**src/hdl/rmr_pkg.sv**
```systemverilog
package rmr_pkg;

  localparam int MAX_REGION_PIXELS = 262144;

  localparam int PIX_W   = 8;
  localparam int CNT_W   = $clog2(MAX_REGION_PIXELS + 1);
  localparam int SUM_W   = $clog2(MAX_REGION_PIXELS * 255 + 1);
  localparam int MEAN_W  = 8;
  localparam int STEP_W  = $clog2(MEAN_W);
  localparam int DVS_W   = CNT_W + MEAN_W - 1;
  localparam int CMP_W   = (SUM_W > DVS_W) ? SUM_W : DVS_W;
  localparam int Q_DEPTH = 2;
  localparam int QPTR_W  = $clog2(Q_DEPTH);
  localparam int QCNT_W  = $clog2(Q_DEPTH + 1);
  localparam int OUT_W   = 24;

  typedef struct packed {
    logic [SUM_W-1:0] sum;
    logic [CNT_W-1:0] count;
    logic [PIX_W-1:0] spread;
    logic             similar;
    logic             overflow;
  } region_t;

  typedef enum logic [1:0] {
    BK_IDLE,
    BK_DIV,
    BK_DONE
  } back_state_t;

endpackage

```
**src/hdl/rmr_front.sv**
```systemverilog
module rmr_front (
  input  logic                      clk,
  input  logic                      rst,
  input  logic                      threshold_we,
  input  logic [7:0]                threshold,
  input  logic                      s_tvalid,
  output logic                      s_tready,
  input  logic [rmr_pkg::PIX_W-1:0] pixel,
  input  logic                      last,
  input  logic                      q_full,
  output logic                      q_push,
  output rmr_pkg::region_t          q_data
);
  import rmr_pkg::*;

  logic [7:0]       thr;
  logic [SUM_W-1:0] pixel_sum, pixel_sum_next;
  logic [CNT_W-1:0] pixel_count, pixel_count_next;
  logic [PIX_W-1:0] min_seen, min_seen_next;
  logic [PIX_W-1:0] max_seen, max_seen_next;
  logic             count_overflow, count_overflow_next;
  logic             accept;
  logic [PIX_W-1:0] spread;

  assign s_tready = !q_full;
  assign accept   = s_tvalid && s_tready;
  assign q_push   = accept && last;

  always_comb begin
    pixel_sum_next      = pixel_sum;
    pixel_count_next    = pixel_count;
    count_overflow_next = count_overflow;
    if (pixel_count < CNT_W'(MAX_REGION_PIXELS)) begin
      pixel_sum_next   = pixel_sum + SUM_W'(pixel);
      pixel_count_next = pixel_count + CNT_W'(1);
    end else begin
      count_overflow_next = 1'b1;
    end
    min_seen_next = (pixel < min_seen) ? pixel : min_seen;
    max_seen_next = (pixel > max_seen) ? pixel : max_seen;
    spread        = max_seen_next - min_seen_next;

    q_data.sum      = pixel_sum_next;
    q_data.count    = pixel_count_next;
    q_data.spread   = spread;
    q_data.similar  = (spread <= thr);
    q_data.overflow = count_overflow_next;
  end

  always_ff @(posedge clk) begin
    if (rst) begin
      thr <= '0;
    end else if (threshold_we) begin
      thr <= threshold;
    end
  end

  always_ff @(posedge clk) begin
    if (rst) begin
      pixel_sum      <= '0;
      pixel_count    <= '0;
      min_seen       <= '1;
      max_seen       <= '0;
      count_overflow <= 1'b0;
    end else if (accept) begin
      if (last) begin
        // region done, start afresh
        pixel_sum      <= '0;
        pixel_count    <= '0;
        min_seen       <= '1;
        max_seen       <= '0;
        count_overflow <= 1'b0;
      end else begin
        pixel_sum      <= pixel_sum_next;
        pixel_count    <= pixel_count_next;
        min_seen       <= min_seen_next;
        max_seen       <= max_seen_next;
        count_overflow <= count_overflow_next;
      end
    end
  end

endmodule

```
**src/hdl/rmr_queue.sv**
```systemverilog
module rmr_queue (
  input  logic             clk,
  input  logic             rst,
  input  logic             push,
  input  rmr_pkg::region_t push_data,
  output logic             full,
  input  logic             pop,
  output logic             not_empty,
  output rmr_pkg::region_t pop_data
);
  import rmr_pkg::*;

  region_t           entries [Q_DEPTH];
  logic [QPTR_W-1:0] wr_ptr;
  logic [QPTR_W-1:0] rd_ptr;
  logic [QCNT_W-1:0] fill;

  assign full      = (fill == QCNT_W'(Q_DEPTH));
  assign not_empty = (fill != '0);
  assign pop_data  = entries[rd_ptr];

  always_ff @(posedge clk) begin
    if (push) begin
      entries[wr_ptr] <= push_data;
    end
  end

  always_ff @(posedge clk) begin
    if (rst) begin
      wr_ptr <= '0;
      rd_ptr <= '0;
      fill   <= '0;
    end else begin
      if (push) begin
        wr_ptr <= (wr_ptr == QPTR_W'(Q_DEPTH - 1)) ? '0 : wr_ptr + QPTR_W'(1);
      end
      if (pop) begin
        rd_ptr <= (rd_ptr == QPTR_W'(Q_DEPTH - 1)) ? '0 : rd_ptr + QPTR_W'(1);
      end
      if (push && !pop) begin
        fill <= fill + QCNT_W'(1);
      end else if (pop && !push) begin
        fill <= fill - QCNT_W'(1);
      end
    end
  end

endmodule

```
**src/hdl/rmr_back.sv**
```systemverilog
module rmr_back (
  input  logic                      clk,
  input  logic                      rst,
  input  logic                      q_valid,
  input  rmr_pkg::region_t          q_data,
  output logic                      q_pop,
  output logic                      m_tvalid,
  input  logic                      m_tready,
  output logic [rmr_pkg::OUT_W-1:0] m_tdata
);
  import rmr_pkg::*;

  back_state_t       state, state_next;
  logic [STEP_W-1:0] step;
  logic [SUM_W-1:0]  rem;
  logic [DVS_W-1:0]  dvs;
  logic [MEAN_W-1:0] quot;
  logic [PIX_W-1:0]  spread;
  logic              similar;
  logic              overflow;
  logic              fits;
  logic              load_out;

  // restoring division, one quotient bit a cycle; the mean always fits 8 bits
  assign fits = CMP_W'(rem) >= CMP_W'(dvs);

  always_comb begin
    state_next = state;
    q_pop      = 1'b0;
    load_out   = 1'b0;
    case (state)
      BK_IDLE: begin
        if (q_valid) begin
          q_pop      = 1'b1;
          state_next = BK_DIV;
        end
      end
      BK_DIV: begin
        if (step == '0) begin
          state_next = BK_DONE;
        end
      end
      BK_DONE: begin
        if (!m_tvalid || m_tready) begin
          load_out   = 1'b1;
          state_next = BK_IDLE;
        end
      end
      default: state_next = BK_IDLE;
    endcase
  end

  always_ff @(posedge clk) begin
    if (rst) begin
      state <= BK_IDLE;
    end else begin
      state <= state_next;
    end
  end

  always_ff @(posedge clk) begin
    if (q_pop) begin
      rem      <= q_data.sum;
      dvs      <= DVS_W'(q_data.count) << (MEAN_W - 1);
      quot     <= '0;
      step     <= STEP_W'(MEAN_W - 1);
      spread   <= q_data.spread;
      similar  <= q_data.similar;
      overflow <= q_data.overflow;
    end else if (state == BK_DIV) begin
      if (fits) begin
        rem <= SUM_W'(CMP_W'(rem) - CMP_W'(dvs));
      end
      quot <= {quot[MEAN_W-2:0], fits};
      dvs  <= dvs >> 1;
      step <= step - STEP_W'(1);
    end
  end

  always_ff @(posedge clk) begin
    if (rst) begin
      m_tvalid <= 1'b0;
    end else if (load_out) begin
      m_tvalid <= 1'b1;
    end else if (m_tready) begin
      m_tvalid <= 1'b0;
    end
  end

  always_ff @(posedge clk) begin
    if (load_out) begin
      m_tdata <= OUT_W'({overflow, similar, spread, quot});
    end
  end

endmodule

```
**src/hdl/region_mean_and_range_test_core.sv**
```systemverilog
// region mean and range test
// pixels of one region arrive on the slave stream: s_tdata holds the 8-bit
// grey value, s_tlast marks the final pixel of the region. one pixel is taken
// per cycle while the two-entry summary queue has room.
// per region one item leaves on the master stream; m_tdata holds, from bit 0:
// mean [7:0], spread [15:8], similar [16], overflow [17], zeros above.
// the front keeps sum, count, min and max and pushes a summary on the last
// pixel; the back divides sum by count one quotient bit a cycle. after the last
// pixel is taken, its summary passes the queue, 8 division steps and the
// output register; the back finishes one region before it takes the next.
// regions shorter than the back's time per region are absorbed by the queue;
// when it fills, s_tready drops until the back catches up.
// a stalled receiver holds the result in the output register while the next
// division completes behind it.
// threshold is to be written via threshold_we only while the block is idle; the block itself does not enforce this.
// rst is synchronous: it clears the accumulators, the queue, the output valid
// and sets threshold to 0.
module region_mean_and_range_test_core (
  input  logic        clk,
  input  logic        rst,
  input  logic        threshold_we,
  input  logic [7:0]  threshold,
  input  logic        s_tvalid,
  output logic        s_tready,
  input  logic [7:0]  s_tdata,   // pixel [7:0]
  input  logic        s_tlast,   // last pixel of the region
  output logic        m_tvalid,
  input  logic        m_tready,
  output logic [23:0] m_tdata    // mean [7:0], spread [15:8], similar [16], overflow [17]
);
  import rmr_pkg::*;

  region_t push_data;
  region_t pop_data;
  logic    push;
  logic    full;
  logic    pop;
  logic    not_empty;

  rmr_front u_front (
    .clk          (clk),
    .rst          (rst),
    .threshold_we (threshold_we),
    .threshold    (threshold),
    .s_tvalid     (s_tvalid),
    .s_tready     (s_tready),
    .pixel        (s_tdata),
    .last         (s_tlast),
    .q_full       (full),
    .q_push       (push),
    .q_data       (push_data)
  );

  rmr_queue u_queue (
    .clk       (clk),
    .rst       (rst),
    .push      (push),
    .push_data (push_data),
    .full      (full),
    .pop       (pop),
    .not_empty (not_empty),
    .pop_data  (pop_data)
  );

  rmr_back u_back (
    .clk      (clk),
    .rst      (rst),
    .q_valid  (not_empty),
    .q_data   (pop_data),
    .q_pop    (pop),
    .m_tvalid (m_tvalid),
    .m_tready (m_tready),
    .m_tdata  (m_tdata)
  );

endmodule

```
**config.mk**
```make
export PLATFORM = sky130hd
export DESIGN_NAME = region_mean_and_range_test_core
export DESIGN_NICKNAME = d
export VERILOG_FILES = /design/src/hdl/rmr_pkg.sv /design/src/hdl/rmr_front.sv /design/src/hdl/rmr_queue.sv /design/src/hdl/rmr_back.sv /design/src/hdl/region_mean_and_range_test_core.sv
export SDC_FILE = /design/constraint.sdc
export NUM_CORES = 1
export LEC_CHECK = 0
export BUFFER_PORTS_ARGS = -buffer_cell sky130_fd_sc_hd__buf_2
export CORE_MARGIN = 2
export CORE_UTILIZATION = 40
export CTS_BUF_LIST = sky130_fd_sc_hd__clkbuf_8
export DETAILED_ROUTE_END_ITERATION = 8
export MAX_ROUTING_LAYER = met4
export RECOVER_POWER = 25
export SYNTH_ARGS = -nofsm -noshare
export SYNTH_HDL_FRONTEND = slang
export SYNTH_SLANG_ARGS = --single-unit
```
**constraint.sdc**
```tcl
create_clock -name clk -period 5.1 [get_ports clk]
set_input_delay 0.51 -clock clk [delete_from_list [all_inputs] [get_ports clk]]
set_output_delay 0.51 -clock clk [all_outputs]
set_load 0.01 [all_outputs]
```
==> results.yml, run 1 <==
worst_setup_path:
  reg2reg_to: "u_back.dvs[10]"
  required_ns: 5.09
  timing.critical_path.buf_inv: 1
  crit_path_cell_trace: "nor2_1 > or3_2 > clkbuf_1 > nand2_1"
  timing.critical_path.fanout_max: 59
  startpoint_type: "flip-flop"
  cp.arrival_ns: 4.44
  crit_path_top_delay_cell: "clkbuf_1"
  r2r_setup_slack_ns: 0.65
  crit_path_end_kind: "flip-flop"
  cpLargestDelayFamily: "buffers and inverters"
  worst_setup_path_category: "reg2reg"
  cpPeakStageDelay_ns: 1.92
  reg2reg_depth: 4
  r2r_path_start: "u_queue.fill[0]"
yosys:
  yosys_register_bits: 279
  syn_area_um2: 13900
  synth_async_sr_flop_share_pct: 0
  synth-edff-count: 183
  synthTopCellsByArea: "edfxtp_1 (39%), dfxtp_1 (14%), ha_1 (6.1%)"
  synth_area_per_cell_um2: 10.8
  syn-instance-count: 1292
  synth_largest_area_cell: "edfxtp_1"
  yosys.cell_types.count: 75
  synth_top_flop_cell: "edfxtp_1"
  synth_seq_area_share_pct: 53.2
  synth_warnings: 0
  synthDominantCellAreaShare_pct: 39.4
grt:
  grt_max_degree: 60
  global_route.overflow_total: 0
  number_of_global_route_vias_before_repair: 9445
  grt_first_pass_wirelength_mm: 49.9
  gr-usage-all-layers_pct: 17.9
  antenna_found_initial: 0
timing:
  finalCritPeriodShare_pct: 87.2
  clock_skew_ns: 0.0291
  slew-limit-headroom_pct: -82.2
  max_freq_mhz: 225
  grt_setup_unrepaired: "false"
  worst_pin_slew_ns: 2.73
  hold_slack_ns: 0.169
  hold_violations: 0
  finalWorstPathRequiredPeriod_ns: 4.45
  setup_viol_count_final: 0
  timing_max_transition_violations_final: 166
  fin_tns_setup_ns: 0
clock_tree:
  clock_sinks: 279
  cts_htree_levels: 2
  tritoncts: "built"
  ctsHoldBuffers: 0
  clock_latency_ns: 0.58
  cts.root.buffer_cell: "clkbuf_8"
  cts_max_path_buffers: 3
  total_cts_buffers: 48
  clk_pin_slew_worst_setup_hold_paths_ns: 0.06
  post_cts.resized_instances: 0
  count_of_buffers_added_by_post_cts_timing_repair_for_setup: 0
floorplanning:
  fp.dieH_um: 191
  rows: 68
  core_area_um2: 34500
  fp.dieArea_um2: 36400
  floorplan.initialDensity_pct: 40.5
  floorplan.die.width_um: 191
  ioPinCount: 48
routing:
  vias_per_cell: 5.32
  post-route-drc-count: 0
  avgRoutedWirePerCell_um: 17.0
  route.vias.total: 9723
  drt_first_pass_iters: 5
  finalWirelength_mm: 31.0
  detailedRoute.firstIterationViolations: 602
  ant_nets_after_route: 0
place:
  port_buffers: 41
  routabilityCongestion: 0.860
  placed_insts: 1740
  place_hpwl_mm: 21.2
cells_and_area:
  num_antenna_cells: 0
  final_common_cell: "edfxtp_1"
  final_core_util_pct: 44.6
  signed_area_change_from_the_synthesized_netlist_to_the_final_layout_pct: 10.4
  drive_above_1_share_pct: 10.2
  most-common-layout-cells: "edfxtp_1 (183), nand2_1 (109), a21oi_1 (96), dfxtp_1 (95), inv_1 (91)"
  final-instance-count-excl-fill: 1828
  nNetsFinal: 1428
power_and_ir_drop:
  total_leakage_power_nw: 5.72
  fin_total_pwr_mw: 8.53
  vdd.ir_drop.worst_v: 0.000210
  p_per_area_nw_per_um2: 555
worst_hold_path:
  min_from: "threshold[3]"
  hold_depth: 3
  worst_hold_path_type: "in2reg"
  hold_crit_endpoint: "u_front.thr[3]"
outcome:
  status: "complete, but fails checks"
  violations: "capacitance limit, slew limit"
run:
  drv_cap: 3
[worst max path at each step]
| stage | endpoint | depth (start not counted) | startpoint | slack, ns |
|---|---|---|---|---|
| 5_1_grt | u_back.dvs[11] | 4 | u_queue.fill[0] | 0.28 |
| 4_1_cts | u_queue.entries[1][1] | 20 | u_front.max_seen[7] | 0.78 |
| 3_5_place_dp | u_queue.entries[1][1] | 20 | s_tdata[1] | 0.54 |
| 2_1_floorplan | u_queue.entries[0][1] | 19 | s_tdata[1] | 0.88 |
| 3_3_place_gp | u_queue.entries[0][1] | 20 | s_tdata[1] | 0.60 |
| 6_report | u_back.dvs[10] | 4 | u_queue.fill[0] | 0.65 |
[final cells by class]
| type | instances | area, um2 |
|---|---|---|
| Fill cell | 3248 | 19100 |
| Sequential cell | 279 | 7420 |
| Multi-Input combinational cell | 874 | 5960 |
| Clock buffer | 48 | 661 |
| Tap cell | 455 | 569 |
| Timing Repair Buffer | 60 | 304 |
| Inverter | 72 | 270 |
| Clock inverter | 40 | 198 |
[synth_stat cells, types with 4 or more instances]
| cell type | instances |
|---|---|
| a2bb2oi_1 | 6 |
| a22oi_1 | 19 |
| ha_1 | 68 |
| o211ai_1 | 14 |
| xnor2_1 | 49 |
| nor2b_1 | 18 |
| nor3_1 | 17 |
| nand2b_1 | 8 |
| xor2_1 | 21 |
| nand2_1 | 109 |
| and4_1 | 6 |
| mux2_2 | 27 |
| o21bai_1 | 8 |
| nand4_1 | 14 |
| buf_4 | 7 |
| mux2i_1 | 44 |
| buf_1 | 12 |
| dfxtp_1 | 96 |
| o21ai_0 | 67 |
| and2_1 | 4 |
| edfxtp_1 | 183 |
| inv_1 | 71 |
| nor4_1 | 6 |
| a21o_1 | 14 |
| a211oi_1 | 11 |
| nand3_1 | 28 |
| o31ai_1 | 4 |
| a31oi_1 | 12 |
| o21a_1 | 8 |
| o22ai_1 | 19 |
| and3_1 | 13 |
| or3_1 | 20 |
| a21oi_1 | 96 |
| clkbuf_1 | 48 |
| or4_1 | 4 |
| nor2_1 | 77 |
[metrics by stage]
step / worst slack, ns / area [um2]
2_1_floorplan: 0.880 / 14000
3_3_place_gp: 0.603 / 14600
3_5_place_dp: 0.542 / 14600
4_1_cts: 0.784 / 15400
5_1_grt: 0.277 / 15400
6_report: 0.654 / 15400
[metal layers]
layer  share of wire [%]  global-route usage, %  vias to the layer above
li1                    -                      -                     4834
met1                  49                   24.1                     4638
met2                  45                   27.5                      200
met3                 4.0                   2.71                       51
met4                 2.3                   5.96                        0
met5                   0                      -                        -
[registers in the layout, summed over array words and instances, names as in the netlist, 18 cells and up, named ones only]
signal               count
u_back.m_tdata          18
u_back.dvs              26
u_back.rem              26
u_front.pixel_sum       26
u_front.pixel_count     19
u_queue.entries        110
[worst reg2reg max path, stage by stage (launching register included)]
cell and delay (ns):
dfxtp_1 0.36, nor2_1 0.11, or3_2 0.12, clkbuf_1 1.92, nand2_1 1.37
[report_power, final]
| group | internal [mW] | total [mW] | switching, mW |
|---|---|---|---|
| Sequential | 3.06 | 3.24 | 0.173 |
| Clock | 0.931 | 1.82 | 0.893 |
| Combinational | 1.33 | 3.47 | 2.14 |
| Total | 5.32 | 8.53 | 3.21 |
[cell families (layout without fill, tap and decap cells)]
logic type                 after synthesis  in the layout  synth area share [%]
AOI/OAI and AO/OA                      312            312                  14.0
xor gates and xnor gates                70             70                  4.40
adders and majority gates               71             71                  6.54
buffers and inverters                  144            220                  4.26
DFF                                    279            279                  53.2
muxes                                   71             71                  5.34
other                                    1              6                0.0269
and+or+nand+nor                        344            344                  12.2
No activity file was read; power rests on OpenSTA's default activity.
==> run 2, diff against run 1 <==
- CORE_UTILIZATION: 40 -> 48
==> results.yml, run 2 (synthesized netlist as in run 1, its figures left out) <==
cells_and_area:
  final_common_cell: "edfxtp_1"
  nNetsFinal: 1427
  num_antenna_cells: 0
  multi_input_comb_area_um2: 5960
  footprint_of_the_flip_flops_and_latches_um2: 7420
  drive_above_1_share_pct: 10.3
  regMostFlops: "u_queue.entries"
  signed_area_change_from_the_synthesized_netlist_to_the_final_layout_pct: 9.94
  fill_cells: 2556
  final_core_util_pct: 53.5
  most-common-layout-cells: "edfxtp_1 (183), nand2_1 (110), a21oi_1 (96), dfxtp_1 (96), inv_1 (92)"
  post-route-cell-area_um2: 15300
  largest_register_ffs: 110
  final-instance-count-excl-fill: 1758
timing:
  timing_max_transition_violations_final: 147
  hold_slack_ns: 0.179
  final.setup.worst_slack_ns: 0.794
  hold_violations: 0
  setup_viol_count_final: 0
  slew-limit-headroom_pct: -114
  max_freq_mhz: 232
  finalWorstPathRequiredPeriod_ns: 4.31
  clock_skew_ns: 0.0143
  finalCritPeriodShare_pct: 84.4
  grt_setup_unrepaired: "false"
  fin_tns_setup_ns: 0
  worst_pin_slew_ns: 3.21
clock_tree:
  cts_max_path_buffers: 3
  clock_latency_ns: 0.57
  tritoncts: "built"
  count_of_buffers_added_by_post_cts_timing_repair_for_setup: 0
  ctsHoldBuffers: 0
  cts_htree_levels: 2
  clk_pin_slew_worst_setup_hold_paths_ns: 0.05
  post_cts.resized_instances: 0
  total_cts_buffers: 48
  clock_sinks: 279
  cts.root.buffer_cell: "clkbuf_8"
floorplanning:
  fp.dieH_um: 174
  floorplan.die.width_um: 174
  ioPinCount: 48
  floorplan.initialDensity_pct: 48.7
  fp.dieArea_um2: 30400
  core_area_um2: 28600
  rows: 62
power_and_ir_drop:
  fin_total_pwr_mw: 8.57
  total_leakage_power_nw: 5.74
  vdd.ir_drop.worst_v: 0.000219
  p_per_area_nw_per_um2: 559
place:
  place_ws_ns: 0.521
  post_dp_cell_area_um2: 14500
  routabilityCongestion: 0.888
  place_hpwl_mm: 20.7
  placed_insts: 1668
  port_buffers: 41
routing:
  detailedRoute.firstIterationViolations: 625
  route.met2.wl_mm: 13.7
  route.vias.total: 9588
  top_layer: "met4"
  vias_per_cell: 5.45
  post-route-drc-count: 0
  met1Wirelength_mm: 14.9
  finalWirelength_mm: 30.3
  ant_nets_after_route: 0
  drt_first_pass_iters: 4
  met3_length_mm: 1.09
  avgRoutedWirePerCell_um: 17.2
worst_setup_path:
  timing.critical_path.fanout_max: 7
  reg2reg_to: "u_queue.entries[0][1]"
  required_ns: 5.48
  crit_path_top_delay_cell: "o31ai_2"
  cpLargestDelayFamily: "compound AO/OA/AOI/OAI gates"
  startpoint_type: "flip-flop"
  cp.arrival_ns: 4.69
  r2r_path_start: "u_front.min_seen[7]"
  worst_setup_path_category: "reg2reg"
  reg2reg_depth: 18
  timing.critical_path.buf_inv: 2
  cpPeakStageDelay_ns: 0.71
  crit_path_cell_trace: "inv_1 > ha_1 > nand4_1 > o31ai_2 > o21ai_0 > ha_1 > fa_1 > inv_1 > a21o_1 > a21oi_1 > o21bai_1 > a21oi_1 > xnor2_1 > ha_1 > a21o_1 > a21oi_1 > o21ai_0 > o21ai_0"
  r2r_setup_slack_ns: 0.79
  crit_path_end_kind: "flip-flop"
worst_hold_path:
  hold_crit_endpoint: "u_front.thr[3]"
  hold_depth: 3
  worst_hold_path_type: "in2reg"
  min_from: "threshold[3]"
grt:
  grt_first_pass_wirelength_mm: 48.5
  antenna_found_initial: 0
  number_of_global_route_vias_before_repair: 9391
  global_route.overflow_total: 0
  grt_max_degree: 55
  gr-usage-all-layers_pct: 20.5
outcome:
  status: "complete, but fails checks"
  violations: "capacitance limit, slew limit"
run:
  drv_cap: 3
run 2: changes by cell type in the layout (fill, tap and decap cells not counted), moves of 2 or more:
| cell | change |
|---|---|
| and2_0 | +2 |
| and2_1 | -2 |
| clkbuf_8 | +2 |
| mux2_1 | +2 |
| mux2_2 | -2 |
| clkinv_2 | +2 |
| clkinv_1 | -5 |
run 2: worst max path at each step:
stage	start	to	slack, ns	cells past startpoint
4_1_cts	u_front.min_seen[7]	u_queue.entries[0][1]	0.77	18
2_1_floorplan	s_tdata[1]	u_queue.entries[0][1]	0.88	19
5_1_grt	u_front.max_seen[7]	u_queue.entries[0][1]	0.41	20
3_3_place_gp	s_tdata[7]	u_queue.entries[0][1]	0.57	17
3_5_place_dp	s_tdata[7]	u_queue.entries[1][1]	0.52	18
6_report	u_front.min_seen[7]	u_queue.entries[0][1]	0.79	18
run 2: final cells by class:
cell class | instances | area share (%)
Tap cell | 384 | 3.14
Clock inverter | 40 | 1.36
Sequential cell | 279 | 48.4
Clock buffer | 50 | 4.49
Multi-Input combinational cell | 874 | 38.9
Timing Repair Buffer | 59 | 1.96
Inverter | 72 | 1.76
run 2: per-layer routing:
layer  track usage, %  up-vias
li1                 -     4826
met1             28.2     4563
met2             31.4      147
met3             2.97       52
met4             6.65        0
met5                -        -
run 2: power by group:
| group | total, mW | switching [mW] | internal (mW) |
|---|---|---|---|
| logic | 3.48 | 2.15 | 1.33 |
| registers | 3.21 | 0.149 | 3.06 |
| clock network | 1.88 | 0.906 | 0.969 |
| total | 8.57 | 3.21 | 5.36 |
run 2: tightest hold or removal path, delay by kind of cell:
family | cells | cell delay [ns]
AND/OR/NAND/NOR | 1 | 0.07
multiplexers | 1 | 0.05
buffers and inverters | 1 | 0.08
